## src/paged_frame_allocator_top_defines.svh

```systemverilog
// assertion macros for the paged frame allocator
// no dependencies; included by the files that carry assertions
`ifndef PAGED_FRAME_ALLOCATOR_TOP_DEFINES_SVH
`define PAGED_FRAME_ALLOCATOR_TOP_DEFINES_SVH

`ifndef SYNTHESIS
`define PFA_ASSERT(name, clk, rstn, prop) \
    name: assert property (@(posedge clk) disable iff (!rstn) prop) \
        else $error("pfa assertion failed");
`define PFA_ASSERT_NEVER(name, clk, rstn, expr) \
    name: assert property (@(posedge clk) disable iff (!rstn) !(expr)) \
        else $error("pfa forbidden condition seen");
`else
`define PFA_ASSERT(name, clk, rstn, prop)
`define PFA_ASSERT_NEVER(name, clk, rstn, expr)
`endif

`endif

```

## src/pfa_pkg.sv

```systemverilog
// shared types and constants of the paged frame allocator
// no dependencies; used by every module of the block but pfa_frame_mem
`default_nettype none

package pfa_pkg;

    localparam int NUM_FRAMES_DEF = 64;
    localparam int MAX_PAGES_DEF  = 16;
    localparam int PAGE_BYTES_DEF = 1024;

    localparam int TAG_W    = 8;
    localparam int BYTES_W  = 16;
    localparam int REL_W    = 6;
    localparam int STATUS_W = 2;
    localparam int PAGE_W   = 4;
    localparam int FRAME_W  = 6;

    // operand width of the shared unit: the page size can reach 65536
    localparam int DIV_W = 17;

    localparam logic REQ_ALLOC = 1'b0;
    localparam logic REQ_FREE  = 1'b1;

    typedef enum logic [STATUS_W-1:0] {
        STATUS_OK       = 2'd0,
        STATUS_NOFRAMES = 2'd1,
        STATUS_LIMIT    = 2'd2
    } status_t;

    typedef enum logic [2:0] {
        ST_CLEAR,
        ST_IDLE,
        ST_DIV,
        ST_COUNT,
        ST_SCAN,
        ST_OUT,
        ST_RESP
    } state_t;

    typedef struct packed {
        logic [DIV_W-1:0] a;
        logic [DIV_W-1:0] b;
    } alu_req_t;

    typedef struct packed {
        logic [DIV_W-1:0] diff;
        logic             borrow;
        logic             eq;
    } alu_rsp_t;

endpackage

`default_nettype wire

```

## src/pfa_alu.sv

```systemverilog
// shared subtract and compare unit of the allocator sequencer
// depends on pfa_pkg
`default_nettype none

module pfa_alu (
    input  pfa_pkg::alu_req_t req,
    output pfa_pkg::alu_rsp_t rsp
);

    logic [pfa_pkg::DIV_W:0] wide_diff;

    always_comb begin
        wide_diff  = {1'b0, req.a} - {1'b0, req.b};
        rsp.diff   = wide_diff[pfa_pkg::DIV_W-1:0];
        rsp.borrow = wide_diff[pfa_pkg::DIV_W];
        rsp.eq     = (req.a == req.b);
    end

endmodule

`default_nettype wire

```

## src/pfa_frame_mem.sv

```systemverilog
// frame free map: one bit per physical frame, set when the frame is free
// one write port, one registered read port; depends on nothing
`default_nettype none

module pfa_frame_mem #(
    parameter int NUM_FRAMES = 64
) (
    input  wire                          aclk,
    input  wire                          we,
    input  wire [$clog2(NUM_FRAMES)-1:0] waddr,
    input  wire                          wdata,
    input  wire [$clog2(NUM_FRAMES)-1:0] raddr,
    output logic                         rdata
);

    logic free_mem [NUM_FRAMES];
    logic rdata_reg;

    always_ff @(posedge aclk) begin
        if (we) begin
            free_mem[waddr] <= wdata;
        end
        rdata_reg <= free_mem[raddr];
    end

    assign rdata = rdata_reg;

endmodule

`default_nettype wire

```

## src/pfa_ctrl.sv

```systemverilog
// sequencer of the allocator: page count division, two table passes, result register
// depends on pfa_pkg, pfa_alu (through ports) and the defines header
`default_nettype none
`include "paged_frame_allocator_top_defines.svh"

module pfa_ctrl #(
    parameter int NUM_FRAMES = pfa_pkg::NUM_FRAMES_DEF,
    parameter int MAX_PAGES  = pfa_pkg::MAX_PAGES_DEF,
    parameter int PAGE_BYTES = pfa_pkg::PAGE_BYTES_DEF
) (
    input  wire                                 aclk,
    input  wire                                 aresetn,
    input  wire                                 s_valid,
    output logic                                s_ready,
    input  wire                                 s_req_type,
    input  wire [pfa_pkg::TAG_W-1:0]            s_owner_tag,
    input  wire [pfa_pkg::BYTES_W-1:0]          s_request_bytes,
    input  wire [pfa_pkg::REL_W-1:0]            s_release_frame,
    output logic                                m_valid,
    input  wire                                 m_ready,
    output logic [pfa_pkg::STATUS_W-1:0]        m_status,
    output logic [pfa_pkg::PAGE_W-1:0]          m_page_number,
    output logic [pfa_pkg::FRAME_W-1:0]         m_frame_number,
    output logic                                m_frame_valid,
    output logic                                m_last,
    output pfa_pkg::alu_req_t                   alu_req,
    input  pfa_pkg::alu_rsp_t                   alu_rsp,
    output logic                                mem_we,
    output logic [$clog2(NUM_FRAMES)-1:0]       mem_waddr,
    output logic                                mem_wdata,
    output logic [$clog2(NUM_FRAMES)-1:0]       mem_raddr,
    input  wire                                 mem_rdata
);

    localparam int FA_W  = $clog2(NUM_FRAMES);
    localparam int IDX_W = $clog2(NUM_FRAMES + 1);
    localparam int PC_W  = $clog2(MAX_PAGES + 1);
    localparam int DIV_W = pfa_pkg::DIV_W;

    pfa_pkg::state_t             state_reg, state_next;
    logic [IDX_W-1:0]            idx_reg, idx_next;
    logic                        chk_valid_reg, chk_valid_next;
    logic [FA_W-1:0]             chk_addr_reg, chk_addr_next;
    logic [PC_W-1:0]             cnt_reg, cnt_next;
    logic [PC_W-1:0]             pages_reg, pages_next;
    logic [DIV_W-1:0]            dq_reg, dq_next;
    logic [pfa_pkg::TAG_W-1:0]   tag_reg, tag_next;
    logic [FA_W-1:0]             found_reg, found_next;
    pfa_pkg::status_t            resp_status_reg, resp_status_next;

    logic                        m_valid_reg, m_valid_next;
    pfa_pkg::status_t            m_status_reg, m_status_next;
    logic [pfa_pkg::PAGE_W-1:0]  m_page_reg, m_page_next;
    logic [pfa_pkg::FRAME_W-1:0] m_frame_reg, m_frame_next;
    logic                        m_fvalid_reg, m_fvalid_next;
    logic                        m_last_reg, m_last_next;

    logic             issue;
    logic             last_entry;
    logic             out_free;
    logic             out_load;
    logic             in_beat;

    assign s_ready    = (state_reg == pfa_pkg::ST_IDLE);
    assign in_beat    = s_valid && s_ready;
    assign out_free   = !m_valid_reg || m_ready;
    assign last_entry = (chk_addr_reg == FA_W'(NUM_FRAMES - 1));
    assign issue      = ((state_reg == pfa_pkg::ST_COUNT) || (state_reg == pfa_pkg::ST_SCAN))
                        && (idx_reg != IDX_W'(NUM_FRAMES));
    assign mem_raddr   = idx_reg[FA_W-1:0];

    // operand select for the shared unit
    always_comb begin
        case (state_reg)
            pfa_pkg::ST_DIV: begin
                alu_req.a = dq_reg;
                alu_req.b = DIV_W'(PAGE_BYTES);
            end
            default: begin
                alu_req.a = DIV_W'(pages_reg);
                alu_req.b = DIV_W'(cnt_reg) + DIV_W'(1);
            end
        endcase
    end

    always_ff @(posedge aclk) begin
        if (!aresetn) begin
            state_reg     <= pfa_pkg::ST_CLEAR;
            idx_reg       <= '0;
            chk_valid_reg <= 1'b0;
            m_valid_reg   <= 1'b0;
        end else begin
            state_reg     <= state_next;
            idx_reg       <= idx_next;
            chk_valid_reg <= chk_valid_next;
            m_valid_reg   <= m_valid_next;
        end
        chk_addr_reg    <= chk_addr_next;
        cnt_reg         <= cnt_next;
        pages_reg       <= pages_next;
        dq_reg          <= dq_next;
        tag_reg         <= tag_next;
        found_reg       <= found_next;
        resp_status_reg <= resp_status_next;
        m_status_reg    <= m_status_next;
        m_page_reg      <= m_page_next;
        m_frame_reg     <= m_frame_next;
        m_fvalid_reg    <= m_fvalid_next;
        m_last_reg      <= m_last_next;
    end

    always_comb begin
        state_next       = state_reg;
        idx_next         = issue ? (idx_reg + IDX_W'(1)) : idx_reg;
        chk_valid_next   = issue;
        chk_addr_next    = idx_reg[FA_W-1:0];
        cnt_next         = cnt_reg;
        pages_next       = pages_reg;
        dq_next          = dq_reg;
        tag_next         = tag_reg;
        found_next       = found_reg;
        resp_status_next = resp_status_reg;
        mem_we           = 1'b0;
        mem_waddr        = idx_reg[FA_W-1:0];
        mem_wdata        = 1'b1;
        out_load         = 1'b0;
        m_status_next    = m_status_reg;
        m_page_next      = m_page_reg;
        m_frame_next     = m_frame_reg;
        m_fvalid_next    = m_fvalid_reg;
        m_last_next      = m_last_reg;

        unique case (state_reg)
            pfa_pkg::ST_CLEAR: begin
                mem_we    = 1'b1;
                mem_wdata = 1'b1;
                idx_next  = idx_reg + IDX_W'(1);
                if (idx_reg == IDX_W'(NUM_FRAMES - 1)) begin
                    idx_next   = '0;
                    state_next = pfa_pkg::ST_IDLE;
                end
            end
            pfa_pkg::ST_IDLE: begin
                if (in_beat) begin
                    tag_next         = s_owner_tag;
                    resp_status_next = pfa_pkg::STATUS_OK;
                    if (s_req_type == pfa_pkg::REQ_FREE) begin
                        if (32'(s_release_frame) < 32'(NUM_FRAMES)) begin
                            mem_we    = 1'b1;
                            mem_waddr = FA_W'(s_release_frame);
                            mem_wdata = 1'b1;
                        end
                        state_next = pfa_pkg::ST_RESP;
                    end else begin
                        dq_next    = DIV_W'(s_request_bytes);
                        cnt_next   = '0;
                        state_next = pfa_pkg::ST_DIV;
                    end
                end
            end
            pfa_pkg::ST_DIV: begin
                // page count: take one page size off the bytes left each cycle
                if (dq_reg == '0) begin
                    if (cnt_reg == '0) begin
                        resp_status_next = pfa_pkg::STATUS_OK;
                        state_next       = pfa_pkg::ST_RESP;
                    end else begin
                        pages_next = cnt_reg;
                        cnt_next   = '0;
                        idx_next   = '0;
                        state_next = pfa_pkg::ST_COUNT;
                    end
                end else if (cnt_reg == PC_W'(MAX_PAGES)) begin
                    // bytes left over once the limit is reached
                    resp_status_next = pfa_pkg::STATUS_LIMIT;
                    state_next       = pfa_pkg::ST_RESP;
                end else begin
                    dq_next  = (alu_rsp.borrow || alu_rsp.eq) ? '0 : alu_rsp.diff;
                    cnt_next = cnt_reg + PC_W'(1);
                end
            end
            pfa_pkg::ST_COUNT: begin
                // first pass: are there enough free frames at all
                if (chk_valid_reg) begin
                    if (mem_rdata && alu_rsp.eq) begin
                        cnt_next       = '0;
                        idx_next       = '0;
                        chk_valid_next = 1'b0;
                        state_next     = pfa_pkg::ST_SCAN;
                    end else if (last_entry) begin
                        resp_status_next = pfa_pkg::STATUS_NOFRAMES;
                        chk_valid_next   = 1'b0;
                        state_next       = pfa_pkg::ST_RESP;
                    end else if (mem_rdata) begin
                        cnt_next = cnt_reg + PC_W'(1);
                    end
                end
            end
            pfa_pkg::ST_SCAN: begin
                // second pass: stop at each free frame and hand out one page
                if (chk_valid_reg && mem_rdata) begin
                    found_next     = chk_addr_reg;
                    idx_next       = IDX_W'(chk_addr_reg) + IDX_W'(1);
                    chk_valid_next = 1'b0;
                    state_next     = pfa_pkg::ST_OUT;
                end
            end
            pfa_pkg::ST_OUT: begin
                if (out_free) begin
                    out_load      = 1'b1;
                    m_status_next = pfa_pkg::STATUS_OK;
                    m_page_next   = pfa_pkg::PAGE_W'(cnt_reg);
                    m_frame_next  = pfa_pkg::FRAME_W'(found_reg);
                    m_fvalid_next = 1'b1;
                    m_last_next   = alu_rsp.eq;
                    // owner tag zero leaves the frame free
                    mem_we        = 1'b1;
                    mem_waddr     = found_reg;
                    mem_wdata     = (tag_reg == '0);
                    if (alu_rsp.eq) begin
                        state_next = pfa_pkg::ST_IDLE;
                    end else begin
                        cnt_next   = cnt_reg + PC_W'(1);
                        state_next = pfa_pkg::ST_SCAN;
                    end
                end
            end
            pfa_pkg::ST_RESP: begin
                if (out_free) begin
                    out_load      = 1'b1;
                    m_status_next = resp_status_reg;
                    m_page_next   = '0;
                    m_frame_next  = '0;
                    m_fvalid_next = 1'b0;
                    m_last_next   = 1'b1;
                    state_next    = pfa_pkg::ST_IDLE;
                end
            end
            default: begin
                state_next = pfa_pkg::ST_IDLE;
            end
        endcase

        if (out_load) begin
            m_valid_next = 1'b1;
        end else if (m_ready) begin
            m_valid_next = 1'b0;
        end else begin
            m_valid_next = m_valid_reg;
        end
    end

    assign m_valid        = m_valid_reg;
    assign m_status       = m_status_reg;
    assign m_page_number  = m_page_reg;
    assign m_frame_number = m_frame_reg;
    assign m_frame_valid  = m_fvalid_reg;
    assign m_last         = m_last_reg;

    // the first pass guarantees the second never runs off the table
    `PFA_ASSERT_NEVER(a_scan_overrun, aclk, aresetn,
        (state_reg == pfa_pkg::ST_SCAN) && chk_valid_reg && last_entry && !mem_rdata)
    `PFA_ASSERT(a_cnt_below_pages, aclk, aresetn,
        ((state_reg == pfa_pkg::ST_SCAN) || (state_reg == pfa_pkg::ST_OUT)) |-> (cnt_reg < pages_reg))
    `PFA_ASSERT(a_alloc_write_with_beat, aclk, aresetn,
        (mem_we && (state_reg == pfa_pkg::ST_OUT)) |-> out_load)
    `PFA_ASSERT(a_busy_after_accept, aclk, aresetn, in_beat |=> !s_ready)

endmodule

`default_nettype wire

```

## src/paged_frame_allocator_top.sv

```systemverilog
// paged frame allocator: first-fit assignment of physical frames to owner pages
//
// input channel (s_*): one beat is one request. s_req_type selects allocate or
// free. allocate asks for ceil(s_request_bytes / PAGE_BYTES) pages for
// s_owner_tag; free releases frame s_release_frame.
// result channel (m_*): an allocate that succeeds gives one beat per page, in
// page order, m_last on the final one; every other request gives one beat with
// m_last set and m_status telling ok, no frames, or page limit exceeded.
// a free goes from the accept to the response state, which loads its beat into the
// result register. an allocate counts pages by taking PAGE_BYTES off once a cycle,
// stopping at MAX_PAGES when bytes are left over, then makes a counting pass and
// a hand-out pass over the free map at one frame a cycle, both ending at the frame
// of the last page; the hand-out pass stops at each free frame to load the beat of
// one page and waits there while the result register is held. one request is
// worked on at a time, with the one-read-port free map and the shared subtract
// unit serving every step.
// reset: a clearing pass writes every frame free with s_ready low. a stalled
// m_ready holds the result register; the next request is still taken and waits
// only when it has a beat of its own to deliver.
// depends on pfa_pkg, pfa_ctrl, pfa_alu, pfa_frame_mem
`default_nettype none

module paged_frame_allocator_top #(
    parameter int NUM_FRAMES = pfa_pkg::NUM_FRAMES_DEF,
    parameter int MAX_PAGES  = pfa_pkg::MAX_PAGES_DEF,
    parameter int PAGE_BYTES = pfa_pkg::PAGE_BYTES_DEF
) (
    input  wire                          aclk,
    input  wire                          aresetn,
    input  wire                          s_valid,
    output logic                         s_ready,
    input  wire                          s_req_type,
    input  wire [pfa_pkg::TAG_W-1:0]     s_owner_tag,
    input  wire [pfa_pkg::BYTES_W-1:0]   s_request_bytes,
    input  wire [pfa_pkg::REL_W-1:0]     s_release_frame,
    output logic                         m_valid,
    input  wire                          m_ready,
    output logic [pfa_pkg::STATUS_W-1:0] m_status,
    output logic [pfa_pkg::PAGE_W-1:0]   m_page_number,
    output logic [pfa_pkg::FRAME_W-1:0]  m_frame_number,
    output logic                         m_frame_valid,
    output logic                         m_last
);

    localparam int FA_W = $clog2(NUM_FRAMES);

    pfa_pkg::alu_req_t alu_req;
    pfa_pkg::alu_rsp_t alu_rsp;
    logic              mem_we;
    logic [FA_W-1:0]   mem_waddr;
    logic              mem_wdata;
    logic [FA_W-1:0]   mem_raddr;
    logic              mem_rdata;

    pfa_ctrl #(
        .NUM_FRAMES (NUM_FRAMES),
        .MAX_PAGES  (MAX_PAGES),
        .PAGE_BYTES (PAGE_BYTES)
    ) u_ctrl (
        .aclk            (aclk),
        .aresetn         (aresetn),
        .s_valid         (s_valid),
        .s_ready         (s_ready),
        .s_req_type      (s_req_type),
        .s_owner_tag     (s_owner_tag),
        .s_request_bytes (s_request_bytes),
        .s_release_frame (s_release_frame),
        .m_valid         (m_valid),
        .m_ready         (m_ready),
        .m_status        (m_status),
        .m_page_number   (m_page_number),
        .m_frame_number  (m_frame_number),
        .m_frame_valid   (m_frame_valid),
        .m_last          (m_last),
        .alu_req         (alu_req),
        .alu_rsp         (alu_rsp),
        .mem_we          (mem_we),
        .mem_waddr       (mem_waddr),
        .mem_wdata       (mem_wdata),
        .mem_raddr       (mem_raddr),
        .mem_rdata       (mem_rdata)
    );

    pfa_alu u_alu (
        .req (alu_req),
        .rsp (alu_rsp)
    );

    pfa_frame_mem #(
        .NUM_FRAMES (NUM_FRAMES)
    ) u_frame_mem (
        .aclk  (aclk),
        .we    (mem_we),
        .waddr (mem_waddr),
        .wdata (mem_wdata),
        .raddr (mem_raddr),
        .rdata (mem_rdata)
    );

endmodule

`default_nettype wire
```

## config.mk

```make
export PLATFORM = sky130hd
export DESIGN_NAME = paged_frame_allocator_top
export DESIGN_NICKNAME = d
export VERILOG_FILES = /design/src/pfa_pkg.sv /design/src/pfa_alu.sv /design/src/pfa_frame_mem.sv /design/src/pfa_ctrl.sv /design/src/paged_frame_allocator_top.sv
export VERILOG_INCLUDE_DIRS = /design/src /design/src/src
export SDC_FILE = /design/constraint.sdc
export NUM_CORES = 1
export LEC_CHECK = 0
export ABC_AREA = 1
export CORE_MARGIN = 5
export CORE_UTILIZATION = 39
export DETAILED_ROUTE_END_ITERATION = 8
export DONT_BUFFER_PORTS = 1
export SYNTH_ARGS = -nofsm -noshare
export SYNTH_HDL_FRONTEND = slang
export SYNTH_SLANG_ARGS = --single-unit
```

## constraint.sdc

```tcl
create_clock -name aclk -period 2.83 [get_ports aclk]
set_input_delay 0.1415 -clock aclk [delete_from_list [all_inputs] [get_ports aclk]]
set_output_delay 0.1415 -clock aclk [all_outputs]
set_load 0.1 [all_outputs]
```

; Word level (Yosys, flattened, before mapping)
; Memory sizes are Yosys's and may differ from the RTL's. A register that Yosys moved wholly into a read port is not among the register bits.
; Cells that the tools add are included.
[word_totals]
register_bits = 75
mem_bits_rw = 64
inputBits = 35
output_inout_bits = 16
mem_count = 1
[classes]
n_addsub = 5
n_eq_ne = 30
muxes = 83
bitwise = 1
reduce_logical = 26
[mem_list]
columns = memory, words, width, rd, rd_clocked_by_memory_dff, write_ports, line
row1 = u_frame_mem.free_mem, 64, 1, 1, 1, 1, pfa_frame_mem.sv:16  ; logic free_mem [NUM_FRAMES];
[ops]
columns = cell, count
row1 = $mux W17, 5
row2 = $mux W5, 11
row3 = $mux W7, 7
row4 = $mux W3, 13
row5 = $mux W34, 1
row6 = $pmux W17 S2, 1
row7 = $mux W6, 5
row8 = $pmux W7 S4, 1
row9 = $pmux W6 S2, 2
row10 = $pmux W3 S7, 1
row11 = $pmux W5 S4, 1
row12 = $mux W2, 9
row13 = $sub A17 B17 Y18, 1
row14 = $eq A17 B17 Y1, 1
row15 = $logic_not A17 Y1, 1
row16 = $mux W1, 17
row17 = $ne A2 B2 Y1 const B, 7
row18 = $ne A2 B1 Y1 const B, 5
row19 = $reduce_and A10 Y1, 1
row20 = $eq A3 B3 Y1 const B, 3
row21 = $ne A3 B2 Y1 const B, 3
row22 = $ne A3 B3 Y1 const B, 3
row23 = $logic_not A8 Y1, 1
row24 = $mux W4, 2
row25 = other kinds (31), 43

; Logic depth before layout (Yosys ltp)
[logic_depth]
ltp_word = 8
ltp_mapped = 21

; Hierarchy
; From an unflattened synthesis, not the netlist that was laid out.
[hier_totals]
hier_cells = 1013
area_unflattened_um2 = 8226.6
[by_module_without_submodules]
columns = module, instances, cells_per_inst, area_each_um2, seq_area_each_um2
row1 = pfa_ctrl, 1, 459, 3982.6, 2072.0
row2 = pfa_frame_mem, 1, 320, 3054.2, 1941.9
row3 = pfa_alu, 1, 234, 1189.9, 0.0

; Worst setup path before layout
; Ideal clock, no wire load.
[synth_path]
path_kind = register -> register
startpoint = reg u_ctrl.state_reg[1]
endpoint = reg u_ctrl.dq_reg[0], enable pin
setup_time_ps = 418
arrival_ps = 2673
required_time_ps = 2412
slack_ps = -261
path_stages_with_launch = 8
period_less_slack_ps = 3091
path_cell_list = dfxtp_1 -> inv_2 -> nand2_2 -> nor2_4 -> inv_1 -> nand2_1 -> inv_1 -> a211oi_1
[synth_between]
elab_chain_len = 4
word_cells_on_any_way = 9
classes_between = 6 x eq/ne / 3 x reduce/logical
[synth_lines]
columns = item, line
row1 = "start, declared", pfa_ctrl.sv:40  ; pfa_pkg::state_t state_reg, state_next;
row2 = "start signal, assigned", pfa_ctrl.sv:88  ; state_reg <= pfa_pkg::ST_CLEAR;
row3 = "start signal, assigned", pfa_ctrl.sv:93  ; state_reg <= state_next;
row4 = $eq A3 B1 Y1 *, pfa_ctrl.sv:64  ; assign s_ready = (state_reg == pfa_pkg::ST_IDLE);
row5 = named net s_ready, paged_frame_allocator_top.sv:31  ; output logic s_ready,
row6 = $logic_and A1 B1 Y1, pfa_ctrl.sv:65  ; assign in_beat = s_valid && s_ready;
row7 = $ne A2 B2 Y1 (no source line), n/a
row8 = $reduce_and A5 Y1 (no source line) *, n/a
row9 = "end signal, assigned", pfa_ctrl.sv:101  ; dq_reg <= dq_next;
row10 = "end, declared", pfa_ctrl.sv:46  ; logic [DIV_W-1:0] dq_reg, dq_next;
; The timed path passes the listed nets; every way through them passes the cells marked *.
; A chain may end at the register's enable or synchronous reset.

; Worst setup path after layout
[layout_path]
startpoint = reg u_ctrl.cnt_reg[0]
endpoint = reg u_ctrl.state_reg[1]
[layout_between]
elab_chain_len = 7
word_cells_on_any_way = 11
classes_between = 1 x add/sub / 4 x eq/ne / 4 x mux / 2 x reduce/logical
[layout_lines]
columns = item, line
row1 = "start, declared", pfa_ctrl.sv:44  ; logic [PC_W-1:0] cnt_reg, cnt_next;
row2 = "start signal, assigned", pfa_ctrl.sv:99  ; cnt_reg <= cnt_next;
row3 = $add A5 B1 Y6, pfa_ctrl.sv:81  ; alu_req.b = DIV_W'(cnt_reg) + DIV_W'(1);
row4 = $mux W34, pfa_ctrl.sv:74  ; case (state_reg)
row5 = $eq A17 B17 Y1, pfa_alu.sv:16  ; rsp.eq = (req.a == req.b);
row6 = $logic_and A1 B1 Y1, pfa_ctrl.sv:185  ; if (mem_rdata && alu_rsp.eq) begin
row7 = $mux W3, pfa_ctrl.sv:185
row8 = $mux W3, pfa_ctrl.sv:184  ; if (chk_valid_reg) begin
row9 = $pmux W3 S7, pfa_ctrl.sv:133  ; unique case (state_reg)
; Parallel ways exist; a longest one is shown, timed or not. The select of a mux whose other input is x is not followed.

==> flow_summary.toml <==
[finish]
fin_nets = 935
instances_no_fill = 1130
diodes = 0
area_growth_pct = 18.9
drive_gt1_share_pct = 12.4
largest_register_ffs = 64
fillers = 1730
final_area_um2 = 8600

[synthesis]
yosys.area_share.simple_pct = 24.7
synthAdderAreaFrac_pct = 2.18
synth_compound_area_share_pct = 9.96
synth_warnings = 0
synth_xor_area_share_pct = 2.18
synth_top_family_by_area = "simple AND/OR/NAND/NOR gates"
synth-seq-cells = 140
yosysUniqueCellTypes = 44
seq_area_frac_synth_pct = 55.5
syn_avg_cell_area_um2 = 8.78
synth.area.mux_share_pct = 0.138
synth_nets = 871
syn_area_um2 = 7240
syn-instance-count = 824

[drt]
routed_wl_um = 17600
ant_nets = 0
dr.first_iter.drc_count = 369
viasPerCell = 5.13
wl_per_cell_um = 15.6
vias = 5792
dr.pass1.iters = 5
drc = 0

[critical_path]
crit_arrival_ns = 2.96
cp_max_fo = 4
r2r_end = "u_ctrl.state_reg[1]"
cp-endpoint = "u_ctrl.state_reg[1]"
r2r_cells = 17
r2r-start = "u_ctrl.cnt_reg[0]"
startpoint_type = "flip-flop"
worstSetupPathType = "reg2reg"
reg2reg_slack_ns = 0.18
startpoint = "u_ctrl.cnt_reg[0]"
cp.required_ns = 3.14
endpoint_kind = "flip-flop"

[sta]
hold_slack_ns = 0.0244
report.final.slew_viol_count = 0
slew_headroom_pct = 39.8
period_needed_ns = 2.65
worstMarginPinSlew_ns = 0.904
setup_viol = 0
fin_worst_skew_ns = 0.0109
fin_crit_sh_pct = 93.6
fmax_mhz = 378
rsz0062_at_grt = "yes"
hold_viol_final = 0

[power_and_ir_drop]
power_uw = 8700
switching_share_pct = 41.3
pwr-share-seq_pct = 35.2
ir_drop_mv = 0.452
p_comb_share_pct = 40.6
power_leakage_uw = 0.00333
p_int_uw = 5110
power_frac_clock_pct = 24.2
power.switching_uw = 3590
power.density_nw_per_um2 = 1010

[clocking]
insertion_delay_ns = 0.43
cts_sinks = 140
root_buffer = "clkbuf_16"
cts_made_buffers = 17
clk_path_buf_depth = 2
h-tree-depth = 4
cts_tree = "yes"
clk_pin_slew_ns = 0.06

[global_routing]
grt_pass1_wl_um = 28600
grt_antenna_before_repair = 0
grt_max_degree = 65
overflow = 0
grt_pass1_vias = 5523
track_usage_pct = 16.7

[place]
dp_hpwl_um = 12400
io_buffers = 0
gp_congestion = 0.876
place_area_um2 = 7720
dp.cells = 1071

[floorplan]
fp.dieArea_um2 = 21400
dieHeight_um = 146
core-area_um2 = 18100
die_width_um = 146
rows = 49
initial_core_util_pct = 39.9
io_pins = 51

[flow_run]
maxCapViolCount = 0

[min_path]
hold_class = "in2reg"

[outcome]
status = "complete, no violations"
[logic make-up (layout without fill, tap and decap cells)]
logic type,after synthesis,count (layout)
and+or+nand+nor,424,424
DFF,140,140
buffers and inverters,102,179
muxes,1,1
xor gates and xnor gates,18,18
adders and majority gates,12,12
AOI/OAI and AO/OA,127,127
[layout by cell type (no fill, tap or decap), drive strengths merged, types with 5 or more instances in the layout]
cell and instances:
xnor2 6, xor2 12, nor3 6, nand4 6, o22ai 14, clkinv 8, clkbuf 18, nand3 54
dlygate4sd3 25, ha 11, nor2 189, inv 87, dfxtp 19, nand2 160, a21oi 30, edfxtp 121
o21ai 72, buf 35, clkinvlp 5
[layout make-up]
cell class | count | area [µm²] | share of cell area, %
flip-flops and latches | 140 | 4020 | 46.7
repair buffers | 60 | 513 | 5.96
clock buffers | 18 | 429 | 4.99
clock inverters | 14 | 123 | 1.43
multi-input cells | 582 | 2910 | 33.8
well taps | 229 | 287 | 3.33
inverters | 87 | 330 | 3.84
[worst min path at each step]
stage	start	cells after the start	endpoint
2_1_floorplan	s_owner_tag[0]	0	u_ctrl.tag_reg[0]
3_3_place_gp	s_owner_tag[3]	0	u_ctrl.tag_reg[3]
3_5_place_dp	s_owner_tag[3]	0	u_ctrl.tag_reg[3]
4_1_cts	m_ready	3	u_ctrl.m_valid
5_1_grt	m_ready	3	u_ctrl.m_valid
6_report	m_ready	3	u_ctrl.m_valid
[critical path, cell delays in order, from the launching register on]
cell	delay (ns)
edfxtp_1	0.36
ha_2	0.19
nand3_1	0.09
xor2_1	0.17
or2_2	0.31
ha_4	0.29
nand3_1	0.07
nor2_1	0.11
nand3_1	0.10
nor2_2	0.12
nand3_1	0.11
buf_4	0.16
nand3_1	0.11
nand2_2	0.10
inv_1	0.10
nand2_1	0.06
nand2_1	0.05
nor2_1	0.03
[cells in the mapped netlist, drive strengths merged]
library cell	instances	share of area, %
nand4	6	0.52
clkinv	1	0.052
nor2	189	10
o21ai	72	5.0
ha	11	1.9
nor4	2	0.17
nand3	54	4.3
a2111oi	1	0.12
a21oi	30	2.5
buf	4	0.29
nand2	160	8.4
xor2	12	1.5
o221ai	1	0.12
o22ai	14	1.2
a31oi	2	0.17
or2	2	0.17
edfxtp	121	50
o2bb2ai	1	0.12
xnor2	6	0.73
o211ai	2	0.21
nor3	6	0.41
and2	2	0.17
inv	86	4.5
clkbuf	11	0.57
nand3b	1	0.10
o32ai	1	0.12
a22oi	1	0.10
and3	2	0.17
o21a	1	0.10
fa	1	0.28
dfxtp	19	5.3
mux2i	1	0.14
a211oi	1	0.10
[through the flow]
stage | setup slack [ns] | setup TNS [ns] | util, %
2_1_floorplan | 0.0471 | 0 | -
3_3_place_gp | 0.0662 | 0 | 42.5
3_5_place_dp | -0.0293 | -0.146 | 42.5
4_1_cts | 0.0418 | 0 | 47.0
5_1_grt | -0.0497 | -0.177 | 47.4
6_report | 0.181 | 0 | 47.4
[what timing repair did]
item                       4_1_cts  5_1_grt
hold buffers                    25        0
setup endpoints to repair        5       32
hold endpoints to repair        32        0
setup buffers                    0        2
gates resized for setup          1       17
gates cloned                     0        0
[power groups by stage]
| stage | clock [µW] | combinational (µW) | sequential (µW) |
|---|---|---|---|
| after floorplan | 0 | 2320 | 3100 |
| after global placement | 0 | 3340 | 3100 |
| after detailed placement | 0 | 3330 | 3110 |
| after CTS | 2150 | 3390 | 3070 |
| after global routing | 2230 | 3970 | 3100 |
| final | 2110 | 3530 | 3070 |
[per-layer routing]
metal	part of all wire [%]	up-vias	track usage [%]
met4	2.2	0	6.30
met5	0	-	0
li1	-	2897	-
met2	44	143	24.9
met1	49	2723	24.1
met3	4.6	29	3.25
No activity file was read; power rests on OpenSTA's default activity.
